File: src/rtl/ohm_pkg.sv
// Shared types and constants of the ordered hash map.
// Holds request and status codes, the datapath operation codes, the controller
// states and the command and status structs. Depends on nothing.
`default_nettype none
package ohm_pkg;

  // request actions
  localparam logic [2:0] ACT_GET       = 3'd0;
  localparam logic [2:0] ACT_PUT       = 3'd1;
  localparam logic [2:0] ACT_DELETE    = 3'd2;
  localparam logic [2:0] ACT_CLEAR     = 3'd3;
  localparam logic [2:0] ACT_ITER_BEG  = 3'd4;
  localparam logic [2:0] ACT_ITER_END  = 3'd5;
  localparam logic [2:0] ACT_ITER_NEXT = 3'd6;

  // result status codes
  localparam logic [1:0] ST_OK   = 2'd0;
  localparam logic [1:0] ST_MISS = 2'd1;
  localparam logic [1:0] ST_FULL = 2'd2;
  localparam logic [1:0] ST_END  = 2'd3;

  // splitmix64 finalizer
  localparam logic [63:0] HASH_C1 = 64'hbf58476d1ce4e5b9;
  localparam logic [63:0] HASH_C2 = 64'h94d049bb133111eb;
  localparam int HASH_S1 = 30;
  localparam int HASH_S2 = 27;
  localparam int HASH_S3 = 31;

  // entry word: {live, key, value}
  localparam int ENT_W = 129;

  typedef enum logic [4:0] {
    OP_NONE, OP_LATCH, OP_HASH_REQ, OP_HASH_ENT, OP_PROBE_INIT, OP_SLOT_RD,
    OP_SLOT_CHK, OP_ENT_CHK, OP_PROBE_ADV, OP_SWEEP, OP_CLR_CNT, OP_CP_INIT,
    OP_CP_RD, OP_CP_WR, OP_CP_END, OP_RB_RD, OP_RB_SLOT, OP_PUT_UPD, OP_PUT_NEW,
    OP_DEL, OP_ITER_B, OP_ITER_E, OP_ITN_INIT, OP_ITN_RD, OP_ITN_CHK, OP_RESULT
  } dp_op_t;

  typedef enum logic [4:0] {
    S_IDLE, S_DISPATCH, S_HASH, S_SLOT_RD, S_SLOT_CHK, S_ENT_CHK, S_ADV,
    S_FOUND, S_SWEEP, S_CP_RD, S_CP_WR, S_RB_RD, S_RB_HASH, S_ITN_RD,
    S_ITN_CHK, S_RESP
  } ohm_state_t;

  // what a finished probe or sweep returns to
  typedef enum logic [2:0] {
    CTX_REQ, CTX_RB, CTX_PUT2, CTX_RST, CTX_CLR, CTX_CP
  } ohm_ctx_t;

  typedef struct packed {
    dp_op_t     op;
    logic [1:0] res;
  } dp_cmd_t;

  typedef struct packed {
    logic       hash_done;
    logic       slot_empty;
    logic       slot_ref;
    logic       ent_match;
    logic       ent_live;
    logic       probe_last;
    logic       hit;
    logic       where_ok;
    logic       sweep_last;
    logic       cp_more;
    logic       rb_more;
    logic       itn_more;
    logic       used_full;
    logic       iters_zero;
    logic       out_busy;
    logic [2:0] act;
  } dp_stat_t;

endpackage
`default_nettype wire

File: src/rtl/ohm_ctrl.sv
// Controller state machine of the ordered hash map: sequences hashing, probing,
// sweeps, compaction, rebuild and iteration. Depends on ohm_pkg.
`default_nettype none
module ohm_ctrl (
  input  wire logic              clk,
  input  wire logic              rst_n,
  input  wire logic              in_tvalid,
  output logic                   in_tready,
  input  wire ohm_pkg::dp_stat_t st,
  output ohm_pkg::dp_cmd_t       cmd
);

  ohm_pkg::ohm_state_t state_r, state_nxt;
  ohm_pkg::ohm_ctx_t   ctx_r, ctx_nxt;
  logic [1:0]          res_r, res_nxt;

  // next state, probe context and pending status
  always_comb begin
    state_nxt = state_r;
    ctx_nxt   = ctx_r;
    res_nxt   = res_r;
    unique case (state_r)
      ohm_pkg::S_IDLE: if (in_tvalid) state_nxt = ohm_pkg::S_DISPATCH;
      ohm_pkg::S_DISPATCH: begin
        res_nxt = ohm_pkg::ST_OK;
        unique case (st.act) inside
          ohm_pkg::ACT_GET, ohm_pkg::ACT_PUT, ohm_pkg::ACT_DELETE: begin
            ctx_nxt   = ohm_pkg::CTX_REQ;
            state_nxt = ohm_pkg::S_HASH;
          end
          ohm_pkg::ACT_CLEAR: begin
            ctx_nxt   = ohm_pkg::CTX_CLR;
            state_nxt = ohm_pkg::S_SWEEP;
          end
          ohm_pkg::ACT_ITER_NEXT: state_nxt = ohm_pkg::S_ITN_RD;
          default: state_nxt = ohm_pkg::S_RESP;
        endcase
      end
      ohm_pkg::S_HASH: if (st.hash_done) state_nxt = ohm_pkg::S_SLOT_RD;
      ohm_pkg::S_SLOT_RD: state_nxt = ohm_pkg::S_SLOT_CHK;
      ohm_pkg::S_SLOT_CHK: begin
        if (st.slot_empty) begin
          state_nxt = ohm_pkg::S_FOUND;
        end else if (st.slot_ref) begin
          state_nxt = ohm_pkg::S_ENT_CHK;
        end else begin
          state_nxt = ohm_pkg::S_ADV;
        end
      end
      ohm_pkg::S_ENT_CHK: state_nxt = st.ent_match ? ohm_pkg::S_FOUND : ohm_pkg::S_ADV;
      ohm_pkg::S_ADV: state_nxt = st.probe_last ? ohm_pkg::S_FOUND : ohm_pkg::S_SLOT_RD;
      ohm_pkg::S_FOUND: begin
        state_nxt = ohm_pkg::S_RESP;
        unique case (ctx_r)
          ohm_pkg::CTX_RB: state_nxt = ohm_pkg::S_RB_RD;
          ohm_pkg::CTX_PUT2: res_nxt = st.where_ok ? ohm_pkg::ST_OK : ohm_pkg::ST_FULL;
          default: begin
            if (st.act == ohm_pkg::ACT_PUT) begin
              if (st.hit) begin
                res_nxt = ohm_pkg::ST_OK;
              end else if (st.used_full && st.iters_zero) begin
                ctx_nxt   = ohm_pkg::CTX_CP;
                state_nxt = ohm_pkg::S_CP_RD;
              end else if (st.used_full || !st.where_ok) begin
                res_nxt = ohm_pkg::ST_FULL;
              end else begin
                res_nxt = ohm_pkg::ST_OK;
              end
            end else begin
              res_nxt = st.hit ? ohm_pkg::ST_OK : ohm_pkg::ST_MISS;
            end
          end
        endcase
      end
      ohm_pkg::S_SWEEP: begin
        if (st.sweep_last) begin
          unique case (ctx_r)
            ohm_pkg::CTX_RST: state_nxt = ohm_pkg::S_IDLE;
            ohm_pkg::CTX_CP:  state_nxt = ohm_pkg::S_RB_RD;
            default:          state_nxt = ohm_pkg::S_RESP;
          endcase
        end
      end
      ohm_pkg::S_CP_RD: begin
        if (st.cp_more) begin
          state_nxt = ohm_pkg::S_CP_WR;
        end else begin
          state_nxt = ohm_pkg::S_SWEEP;
        end
      end
      ohm_pkg::S_CP_WR: state_nxt = ohm_pkg::S_CP_RD;
      ohm_pkg::S_RB_RD: begin
        if (st.rb_more) begin
          state_nxt = ohm_pkg::S_RB_HASH;
        end else if (st.used_full) begin
          res_nxt   = ohm_pkg::ST_FULL;
          state_nxt = ohm_pkg::S_RESP;
        end else begin
          ctx_nxt   = ohm_pkg::CTX_PUT2;
          state_nxt = ohm_pkg::S_HASH;
        end
      end
      ohm_pkg::S_RB_HASH: begin
        ctx_nxt   = ohm_pkg::CTX_RB;
        state_nxt = ohm_pkg::S_HASH;
      end
      ohm_pkg::S_ITN_RD: begin
        if (st.itn_more) begin
          state_nxt = ohm_pkg::S_ITN_CHK;
        end else begin
          res_nxt   = ohm_pkg::ST_END;
          state_nxt = ohm_pkg::S_RESP;
        end
      end
      ohm_pkg::S_ITN_CHK: begin
        if (st.ent_live) begin
          res_nxt   = ohm_pkg::ST_OK;
          state_nxt = ohm_pkg::S_RESP;
        end else begin
          state_nxt = ohm_pkg::S_ITN_RD;
        end
      end
      ohm_pkg::S_RESP: if (!st.out_busy) state_nxt = ohm_pkg::S_IDLE;
      default: state_nxt = ohm_pkg::S_IDLE;
    endcase
  end

  // datapath command for the current state
  always_comb begin
    cmd.op    = ohm_pkg::OP_NONE;
    cmd.res   = res_r;
    in_tready = (state_r == ohm_pkg::S_IDLE);
    unique case (state_r)
      ohm_pkg::S_IDLE: if (in_tvalid) cmd.op = ohm_pkg::OP_LATCH;
      ohm_pkg::S_DISPATCH: begin
        unique case (st.act) inside
          ohm_pkg::ACT_GET, ohm_pkg::ACT_PUT, ohm_pkg::ACT_DELETE:
            cmd.op = ohm_pkg::OP_HASH_REQ;
          ohm_pkg::ACT_CLEAR:     cmd.op = ohm_pkg::OP_CLR_CNT;
          ohm_pkg::ACT_ITER_BEG:  cmd.op = ohm_pkg::OP_ITER_B;
          ohm_pkg::ACT_ITER_END:  cmd.op = ohm_pkg::OP_ITER_E;
          ohm_pkg::ACT_ITER_NEXT: cmd.op = ohm_pkg::OP_ITN_INIT;
          default:                cmd.op = ohm_pkg::OP_NONE;
        endcase
      end
      ohm_pkg::S_HASH:     if (st.hash_done) cmd.op = ohm_pkg::OP_PROBE_INIT;
      ohm_pkg::S_SLOT_RD:  cmd.op = ohm_pkg::OP_SLOT_RD;
      ohm_pkg::S_SLOT_CHK: cmd.op = ohm_pkg::OP_SLOT_CHK;
      ohm_pkg::S_ENT_CHK:  cmd.op = ohm_pkg::OP_ENT_CHK;
      ohm_pkg::S_ADV:      cmd.op = ohm_pkg::OP_PROBE_ADV;
      ohm_pkg::S_FOUND: begin
        unique case (ctx_r)
          ohm_pkg::CTX_RB: cmd.op = ohm_pkg::OP_RB_SLOT;
          ohm_pkg::CTX_PUT2: if (st.where_ok) cmd.op = ohm_pkg::OP_PUT_NEW;
          default: begin
            if (st.act == ohm_pkg::ACT_PUT) begin
              if (st.hit) begin
                cmd.op = ohm_pkg::OP_PUT_UPD;
              end else if (st.used_full) begin
                if (st.iters_zero) cmd.op = ohm_pkg::OP_CP_INIT;
              end else if (st.where_ok) begin
                cmd.op = ohm_pkg::OP_PUT_NEW;
              end
            end else if (st.act == ohm_pkg::ACT_DELETE && st.hit) begin
              cmd.op = ohm_pkg::OP_DEL;
            end
          end
        endcase
      end
      ohm_pkg::S_SWEEP:   cmd.op = ohm_pkg::OP_SWEEP;
      ohm_pkg::S_CP_RD:   cmd.op = st.cp_more ? ohm_pkg::OP_CP_RD : ohm_pkg::OP_CP_END;
      ohm_pkg::S_CP_WR:   cmd.op = ohm_pkg::OP_CP_WR;
      ohm_pkg::S_RB_RD: begin
        if (st.rb_more) begin
          cmd.op = ohm_pkg::OP_RB_RD;
        end else if (!st.used_full) begin
          cmd.op = ohm_pkg::OP_HASH_REQ;
        end
      end
      ohm_pkg::S_RB_HASH: cmd.op = ohm_pkg::OP_HASH_ENT;
      ohm_pkg::S_ITN_RD:  if (st.itn_more) cmd.op = ohm_pkg::OP_ITN_RD;
      ohm_pkg::S_ITN_CHK: cmd.op = ohm_pkg::OP_ITN_CHK;
      ohm_pkg::S_RESP:    if (!st.out_busy) cmd.op = ohm_pkg::OP_RESULT;
      default: ;
    endcase
  end

  always_ff @(posedge clk) begin
    if (!rst_n) begin
      // clear the slot table before the first request
      state_r <= ohm_pkg::S_SWEEP;
      ctx_r   <= ohm_pkg::CTX_RST;
      res_r   <= ohm_pkg::ST_OK;
    end else begin
      state_r <= state_nxt;
      ctx_r   <= ctx_nxt;
      res_r   <= res_nxt;
    end
  end

endmodule
`default_nettype wire

File: config.mk
export PLATFORM = sky130hd
export DESIGN_NAME = ohm_ctrl
export DESIGN_NICKNAME = d
export VERILOG_FILES = /design/src/rtl/ohm_pkg.sv /design/src/rtl/ohm_ctrl.sv
export SDC_FILE = /design/constraint.sdc
export NUM_CORES = 1
export LEC_CHECK = 0
export BUFFER_PORTS_ARGS = -buffer_cell sky130_fd_sc_hd__buf_2
export CORE_ASPECT_RATIO = 1.1
export CORE_MARGIN = 2
export CORE_UTILIZATION = 40
export CTS_CLUSTER_SIZE = 12
export DETAILED_ROUTE_END_ITERATION = 10
export GPL_TIMING_DRIVEN = 0
export PLACE_DENSITY = 0.72
export SLEW_MARGIN = 20
export SYNTH_ARGS = -nofsm -noshare
export SYNTH_HDL_FRONTEND = slang
export SYNTH_SLANG_ARGS = --single-unit
File: constraint.sdc
create_clock -name clk -period 1.6 [get_ports clk]
set_input_delay 0.24 -clock clk [delete_from_list [all_inputs] [get_ports clk]]
set_output_delay 0.24 -clock clk [all_outputs]
set_load 0.005 [all_outputs]
==> results of run 1 <==
-- registers in the layout, indices dropped and copies added (netlist names) --
signal,cells
state_r,4
ctx_r,3
res_r,2
-- cell families (layout without fill, tap and decap cells) --
family	after synthesis	after routing	share of synthesized area, %
AOI/OAI and AO/OA	87	87	38.1
xor gates and xnor gates	5	5	2.98
buffers and inverters	30	79	9.69
DFF	9	9	12.2
muxes	4	4	2.72
and+or+nand+nor	92	92	34.3
-- layout make-up --
type,instances,area (um^2),area share (%)
Multi-Input combinational cell,188,1350,61.5
Timing Repair Buffer,49,329,15.0
Sequential cell,9,189,8.62
Buffer,16,173,7.88
Tap cell,50,62.6,2.85
Inverter,10,43.8,2.00
Clock buffer,3,41.3,1.88
Clock inverter,1,5.00,0.228
-- power groups by stage --
stage | Combinational, uW | Clock [uW] | Sequential [uW]
after floorplan | 1500 | 0 | 306
after global routing | 3190 | 287 | 400
final | 3040 | 264 | 391
after CTS | 2380 | 271 | 345
after global placement | 2090 | 0 | 308
after detailed placement | 2050 | 0 | 311
-- placed cells by master, fill, tap and decap left out, drive strengths merged, types with 2 or more instances in the layout --
master  synthesis  final
a211o           3      3
a21o            2      2
a21oi          23     23
a31o            3      3
a31oi           5      5
a32o            2      2
a32oi           2      2
and3b           3      3
and4b           3      3
buf            15     61
clkbuf          5      7
dfxtp           9      9
inv            10      9
mux2i           4      4
nand2          23     23
nand2b          7      7
nand3           4      4
nand4           4      4
nor2           17     17
nor2b          10     10
nor3            7      7
nor3b           2      2
o211ai          2      2
o21a            2      2
o21ai          24     24
o221ai          3      3
o22ai           5      5
o31ai           2      2
or2             3      3
or3             3      3
xnor2           3      3
xor2            2      2
-- worst min-delay path, cell delays in order --
cell and delay (ns):
buf_2 0.11, o2111a_1 0.18, a31oi_1 0.04
-- worst min-delay path by stage --
stage,startpoint,endpoint,slack (ns),depth (start not counted)
6_report,rst_n,ctx_r[0]$_SDFFE_PN1P_,0.38,3
5_1_grt,rst_n,ctx_r[0]$_SDFFE_PN1P_,0.40,3
4_1_cts,rst_n,ctx_r[0]$_SDFFE_PN1P_,0.36,3
3_5_place_dp,res_r[1]$_SDFFE_PN0P_,res_r[1]$_SDFFE_PN0P_,0.46,2
3_3_place_gp,res_r[1]$_SDFFE_PN0P_,res_r[1]$_SDFFE_PN0P_,0.45,2
2_1_floorplan,res_r[0]$_SDFFE_PN0P_,res_r[0]$_SDFFE_PN0P_,0.45,2
-- metal layers --
metal	GRT usage [%]	routed length (um)
met4	8.51	253
met3	6.32	549
met2	44.9	2910
met5	0	0
met1	33.7	2380
-- timing repair --
action / 4_1_cts / 5_1_grt
pin swaps: 11 / 17
gates resized for setup: 49 / 50
endpoints found under the setup margin: 14 / 14
endpoints found under the hold margin: 0 / 0
setup buffers: 8 / 13
-- through the flow --
stage	hold slack [ns]	std cells
2_1_floorplan	0.455	227
3_3_place_gp	0.450	305
3_5_place_dp	0.458	305
4_1_cts	0.361	314
5_1_grt	0.397	326
6_report	0.381	326
==> results.cfg, run 1 <==
[run_status]
status = finished, violations left
violations = negative setup slack

[floorplan]
initial_utilization_pct = 40.9
boundaryPins = 29
die_h_um = 67.6
die_x_um = 61.8
design.die.area_mm2 = 0.00418
core-area_mm2 = 0.00360
num_rows = 23

[placed_design]
dp_hpwl_um = 3980
place_area_mm2 = 0.00167
place_congestion = 0.987
io_buffers = 28
preCtsSetupSlack_ns = -0.413

[finish]
fill_cells = 322
stdcell_area_mm2 = 0.00219
fin_util_pct = 60.9
layout.nets = 298
diodes = 0
syn_to_final_growth_pct = 49.0
drive_above_1_share_pct = 42.8

[setup_path]
crit_arrival_ns = 1.69
worstSetupEndpoint = cmd[2]
rrSetupSlack_ns = -0.11
cp.depth = 8
worstSetupStartpoint = state_r[0]$_SDFFE_PN0P_
start_kind = flip-flop
cp_top_family = simple AND/OR/NAND/NOR gates
critPathMaxStageDelay_ns = 0.37
path_max_fanout = 6
worstReg2RegStart = state_r[2]$_SDFFE_PN0P_
r2r.worst_path.cells = 8
cp_data_required_time_ns = 1.36
r2r_end = res_r[1]$_SDFFE_PN0P_
end_kind = output port
crit_type = reg -> out
cpMaxStageDelayCell = or3_1
worstPathBufferInverterCount = 3
path_cells = buf_6 > buf_8 > nor2_4 > a21oi_2 > a32oi_2 > nor2_1 > or3_1 > buf_2

[pwr]
intPower_uw = 1860
power_density_mw_per_mm2 = 1680
swShare_pct = 49.5
power_uw = 3690
comb_power_share_pct = 82.3
p_leak_uw = 0.000915
p_seq_share_pct = 10.6
switchingPower_uw = 1830
ir_drop_v = 0.000529
clockPowerShare_pct = 7.1

[route]
initialDrtViolationCount = 249
wl_per_cell_um = 18.7
drtPass1Iterations = 5
finalWirelength_um = 6090
ant_nets = 0
route.detailed.drc = 0
via_per_inst = 6.33
vias = 2063

[yosys]
synth_top_cell_area_share_pct = 12.2
ys_top_cells_by_area = dfxtp_1, a21oi_1, o21ai_0, nand2_1, nor2_1
synth_common_cells = a21oi_1, nand2_1, o21ai_0
yosysTopAreaCell = dfxtp_1
synth_area_mm2 = 0.00147
synthArstFlopShare_pct = 0
synth_seq_area_share_pct = 12.2
syn_nets = 248
ys_ff_latch = 9
syn_inst = 227
synth_edf_count = 0
synth.distinct_cells = 55
yosysWarningCount = 0
synth-main-ff-cell = dfxtp_1
syn_avg_cell_area_um2 = 6.48

[sta]
max-slew-margin-rel_pct = 66.6
fin_ws_ns = -0.330
setup_viol = 8
worst_slew_pin_slew_ns = 0.501
fin_tns_setup_ns = -1.32
fin_crit_ns = 1.93
hold_viol_final = 0
slew_viol_final = 0
rsz0062_at_grt = true
fin_skew_ns = 0.00269
finalCritPeriodShare_pct = 121
max_freq_mhz = 518

[clock_network]
cts_inserted_buffers = 3
clock_path_buffers = 2
h-tree-depth = 1
cts_tree = built
clkTransAtPathRegs_ns = 0.05
clock-sinks = 9
insertion_delay_ns = 0.23
cts_root_buffer = clkbuf_8
postCtsHoldBufs = 0

[global_routing]
grt_max_degree = 13
grt_overflow_total = 0
grt_pass1_wl_um = 8400
grt.total_usage_pct = 26.9
antenna_found_initial = 0
grt_pass1_vias = 1761

[run]
maxCapViolCount = 0

[worst_hold_path]
hold_class = in -> reg
Power figures use the tool's default switching activity.
==> run 2: changes to the inputs <==
--- a/config.mk
+++ b/config.mk
@@ -6,7 +6,7 @@
 export NUM_CORES = 1
 export LEC_CHECK = 0
 export BUFFER_PORTS_ARGS = -buffer_cell sky130_fd_sc_hd__buf_2
-export CORE_ASPECT_RATIO = 1.1
+export CORE_ASPECT_RATIO = 1.5
 export CORE_MARGIN = 2
 export CORE_UTILIZATION = 40
 export CTS_CLUSTER_SIZE = 12
==> run 2 against run 1 <==
Compared with the run above: the flow finishes with violations (design-rule violations, negative setup slack); routed wire length is 4.3% higher; cell count stayed put; worst setup slack better by 0.029 ns; first-iteration DRC count is 48% lower; power is 0.31% higher; critical path depth is 1 lower; critical endpoint unchanged.
==> results.cfg, run 2 (synthesized netlist as in run 1, its figures left out) <==
[setup_path]
cp.depth = 7
worstSetupStartpoint = state_r[2]$_SDFFE_PN0P_
path_max_fanout = 10
cp_data_required_time_ns = 1.36
start_kind = flip-flop
r2r_end = res_r[1]$_SDFFE_PN0P_
cp_top_family = simple AND/OR/NAND/NOR gates
crit_arrival_ns = 1.66
critPathMaxStageDelay_ns = 0.33
rrSetupSlack_ns = -0.22
worstPathBufferInverterCount = 3
r2r.worst_path.cells = 7
path_cells = buf_6 > buf_8 > and3b_1 > o21ai_2 > a21oi_2 > or3_1 > buf_2
crit_type = reg -> out
end_kind = output port
worstReg2RegStart = state_r[3]$_SDFFE_PN1P_
worstSetupEndpoint = cmd[2]
cpMaxStageDelayCell = dfxtp_2

[finish]
layout.nets = 305
largest-register = state_r
largest_register_ffs = 4
stdcell_area_mm2 = 0.00222
fin_util_pct = 61.5
drive_above_1_share_pct = 44.2
final_cell_mix = buf_2, buf_4, a21oi_1
diodes = 0
layout_commonest_cell = buf_2
largestRegisters = state_r: 4 flops, ctx_r: 3 flops, res_r: 2 flops
syn_to_final_growth_pct = 51.1

[clock_network]
clkTransAtPathRegs_ns = 0.04
clock-sinks = 9
cts_inserted_buffers = 3
cts_root_buffer = clkbuf_8
cts_tree = built
insertion_delay_ns = 0.23
h-tree-depth = 1
clock_path_buffers = 2

[pwr]
clockPowerShare_pct = 7.0
p_leak_uw = 0.000960
comb_power_share_pct = 84.0
ir_drop_v = 0.00101
power_density_mw_per_mm2 = 1670
switchingPower_uw = 1810
p_seq_share_pct = 9.0
intPower_uw = 1890
swShare_pct = 49.0

[floorplan]
boundaryPins = 29
core-area_mm2 = 0.00361
design.die.area_mm2 = 0.00419
initial_utilization_pct = 40.7
num_rows = 27
die_h_um = 78.3
die_x_um = 53.5

[sta]
fin_skew_ns = 0.00104
fin_ws_ns = -0.301
worst_slew_pin_slew_ns = 0.523
finalCritPeriodShare_pct = 119
slew_viol_final = 0
setup_viol = 11
max-slew-margin-rel_pct = 64.6
hold_viol_final = 0
max_freq_mhz = 526
rsz0062_at_grt = true
fin_tns_setup_ns = -1.73
fin_crit_ns = 1.90

[run]
maxCapViolCount = 0

[placed_design]
place_congestion = 1.01
io_buffers = 28
preCtsSetupSlack_ns = -0.466
place_area_mm2 = 0.00167
dp_hpwl_um = 4250

[global_routing]
grt.total_usage_pct = 30.2
antenna_found_initial = 0
grt_overflow_total = 0
grt_pass1_vias = 1850
grt_max_degree = 13
grt_pass1_wl_um = 9400

[run_status]
violations = design-rule violations, negative setup slack
status = finished, violations left

[route]
finalWirelength_um = 6350
initialDrtViolationCount = 129
ant_nets = 0
wl_per_cell_um = 19.5
route.detailed.drc = 1
via_per_inst = 6.50
vias = 2119
drtPass1Iterations = 8

[worst_hold_path]
hold_class = in -> reg
run 2: cell types whose count changed in the layout (fill, tap and decap cells not counted), sizes merged:
cell / change
buf: +7
clkbuf: +1
clkinv: -1
clkinvlp: +1
inv: -1
run 2: timing repair:
item,CTS,global route
hold endpoints to repair,0,0
gates resized for setup,51,48
hold buffers,0,0
pin swaps,6,20
setup endpoints to repair,15,14
cloned,0,0
buffers inserted,12,16
run 2: layout make-up:
| cell class | instances | area, um^2 |
|---|---|---|
| Fill cell | 321 | 1390 |
| Multi-Input combinational cell | 188 | 1330 |
| Timing Repair Buffer | 55 | 370 |
| Buffer | 17 | 190 |
| Sequential cell | 9 | 185 |
| Tap cell | 43 | 53.8 |
| Inverter | 10 | 52.6 |
| Clock buffer | 4 | 45.0 |
run 2: worst reg2reg max path, stage by stage (launching register included):
cell and delay [ns]:
dfxtp_2 0.31, buf_6 0.13, buf_6 0.12, and4b_2 0.24, a32o_2 0.24, a31o_1 0.19
a211o_1 0.34, mux2i_1 0.14
run 2: per-stage QoR:
| step | total power, uW | hold WS [ns] | std cells |
|---|---|---|---|
| detailed placement | 2400 | 0.450 | 298 |
| global placement | 2420 | 0.445 | 298 |
| floorplan | 1810 | 0.455 | 227 |
| CTS | 3100 | 0.370 | 312 |
| global route | 3900 | 0.426 | 326 |
| finish | 3700 | 0.395 | 326 |
run 2: worst min-delay path by stage:
stage / depth (start not counted) / endpoint / slack (ns) / from
6_report: 3 / ctx_r[0]$_SDFFE_PN1P_ / 0.40 / rst_n
5_1_grt: 3 / ctx_r[1]$_SDFFE_PN1P_ / 0.43 / rst_n
4_1_cts: 3 / ctx_r[0]$_SDFFE_PN1P_ / 0.37 / rst_n
3_5_place_dp: 2 / res_r[0]$_SDFFE_PN0P_ / 0.45 / res_r[0]$_SDFFE_PN0P_
3_3_place_gp: 2 / res_r[1]$_SDFFE_PN0P_ / 0.44 / res_r[1]$_SDFFE_PN0P_
2_1_floorplan: 2 / res_r[0]$_SDFFE_PN0P_ / 0.45 / res_r[0]$_SDFFE_PN0P_
run 2: power by group through the flow:
stage               Combinational, uW  Sequential, uW  Clock (uW)
floorplan                        1500             306           0
global placement                 2110             309           0
detailed placement               2090             311           0
CTS                              2520             316         263
global route                     3290             338         277
finish                           3110             333         259
run 2: metal layers:
layer	vias to the layer above	GRT usage (%)	wire, um
li1	952	-	-
met1	968	35.3	2290
met2	153	49.4	3030
met3	46	4.56	496
met4	0	19.0	529
met5	-	0	0
==> run 3: changes to the inputs <==
--- a/config.mk
+++ b/config.mk
@@ -13,6 +13,7 @@
 export DETAILED_ROUTE_END_ITERATION = 10
 export GPL_TIMING_DRIVEN = 0
 export PLACE_DENSITY = 0.72
+export SETUP_SLACK_MARGIN = 0.02
 export SLEW_MARGIN = 20
 export SYNTH_ARGS = -nofsm -noshare
 export SYNTH_HDL_FRONTEND = slang
==> run 3 against run 2 <==
Compared with the run above: the run ends with negative setup slack left; critical path depth fell by 1; clock skew fell by 0.00056 ns; flip-flop and latch count did not move; critical path type unchanged.
==> results.cfg, run 3 (synthesized netlist as in run 1, its figures left out) <==
[run_status]
status = finished, violations left
violations = negative setup slack

[finish]
drive_above_1_share_pct = 46.5
layout.nets = 304
syn_to_final_growth_pct = 56.8
fin_util_pct = 63.8
stdcell_area_mm2 = 0.00231
diodes = 0
final_cell_mix = buf_2, nand2_1, buf_4, a21oi_1, buf_6
largest_register_ffs = 4
largest-register = state_r
layout_commonest_cell = buf_2
largestRegisters = state_r: 4 flops, ctx_r: 3 flops, res_r: 2 flops
fill_cells = 306

[sta]
finalCritPeriodShare_pct = 120
max_freq_mhz = 521
fin_skew_ns = 0.000477
max-slew-margin-rel_pct = 66.5
setup_viol = 9
fin_ws_ns = -0.320
worst_slew_pin_slew_ns = 0.502
slew_viol_final = 0
fin_crit_ns = 1.92
rsz0062_at_grt = true
hold_viol_final = 0

[worst_hold_path]
hold_class = in -> reg
whs_path_depth = 3

[clock_network]
clock_path_buffers = 2
clock-sinks = 9
clkTransAtPathRegs_ns = 0.04
cts_inserted_buffers = 3
postCtsHoldBufs = 0
cts_tree = built
h-tree-depth = 1
insertion_delay_ns = 0.23
cts_root_buffer = clkbuf_8

[route]
finalWirelength_um = 6440
via_per_inst = 6.45
ant_nets = 0
drtPass1Iterations = 4
initialDrtViolationCount = 68
wl_per_cell_um = 19.8
route.detailed.drc = 0
vias = 2095

[floorplan]
die_h_um = 78.3
design.die.area_mm2 = 0.00419
initial_utilization_pct = 40.7
die_x_um = 53.5
boundaryPins = 29
core-area_mm2 = 0.00361
num_rows = 27

[placed_design]
place_congestion = 1.01
place_area_mm2 = 0.00167
preCtsSetupSlack_ns = -0.466
dp_hpwl_um = 4250
io_buffers = 28

[setup_path]
worstPathBufferInverterCount = 2
crit_arrival_ns = 1.68
end_kind = output port
cp_top_family = simple AND/OR/NAND/NOR gates
cpMaxStageDelayCell = dfxtp_4
cp.depth = 6
critPathMaxStageDelay_ns = 0.40
path_max_fanout = 7
path_cells = and4b_1 > buf_6 > o21ai_4 > o31ai_1 > or3_1 > buf_2
crit_type = reg -> out
r2r.worst_path.cells = 7
start_kind = flip-flop
cp_data_required_time_ns = 1.36

[pwr]
p_leak_uw = 0.000956
power_density_mw_per_mm2 = 1640
ir_drop_v = 0.00113

[global_routing]
grt_pass1_vias = 1881
grt_max_degree = 11
grt_overflow_total = 0
grt.total_usage_pct = 30.8
grt_pass1_wl_um = 9520
antenna_found_initial = 0

[run]
maxCapViolCount = 0
[run 3: changes by cell type in the layout (fill, tap and decap cells not counted), sizes merged]
cell,change
clkbuf,+1
buf,-2
inv,-1
clkinvlp,+1
[run 3: cell type report]
| type | instances | area (um^2) | share of cell area (%) |
|---|---|---|---|
| Buffer | 17 | 189 | 8.19 |
| Clock buffer | 4 | 45.0 | 1.95 |
| Sequential cell | 9 | 190 | 8.24 |
| Multi-Input combinational cell | 188 | 1400 | 60.5 |
| Tap cell | 43 | 53.8 | 2.33 |
| Timing Repair Buffer | 54 | 382 | 16.5 |
| Inverter | 10 | 51.3 | 2.22 |
[run 3: tightest hold or removal path: stages]
cell	delay (ns)
buf_2	0.11
o2111a_1	0.19
a31oi_1	0.04
[run 3: per-stage QoR]
step / hold slack, ns / total power (uW) / TNS, ns / instances
2_1_floorplan: 0.455 / 1810 / 0 / 227
3_3_place_gp: 0.445 / 2420 / -3.30 / 298
3_5_place_dp: 0.450 / 2400 / -3.18 / 298
4_1_cts: 0.370 / 3190 / -1.53 / 318
5_1_grt: 0.433 / 4000 / -1.85 / 325
6_report: 0.396 / 3780 / -1.32 / 325
[run 3: worst paths after layout]
| kind | endpoint | slack, ns | startpoint |
|---|---|---|---|
| max | cmd[2] | -0.32 | state_r[3]$_SDFFE_PN1P_ |
| min reg2reg | res_r[0]$_SDFFE_PN0P_ | 0.45 | res_r[0]$_SDFFE_PN0P_ |
| min | ctx_r[0]$_SDFFE_PN1P_ | 0.40 | rst_n |
| max reg2reg | res_r[1]$_SDFFE_PN0P_ | -0.15 | state_r[2]$_SDFFE_PN0P_ |
[run 3: report_power, final]
part / leakage, uW / total [uW] / switching (uW) / internal (uW)
Sequential: 0.0000752 / 420 / 112 / 308
Clock: 0.0000228 / 260 / 86.9 / 173
Combinational: 0.000858 / 3100 / 1680 / 1420
Total: 0.000956 / 3780 / 1880 / 1900
[run 3: repair_timing]
action	in CTS	in global routing
setup endpoints to repair	15	15
buffers inserted	18	10
pin swaps	11	18
gates resized for setup	59	63
[run 3: metal layers]
metal  vias to the layer above  routed length [um]  track usage (%)
li1                        953                   -                -
met1                       972                2320             35.2
met3                        46                 451             5.89
met4                         0                 508             18.2
met2                       124                3160             51.0
met5                         -                   0                0
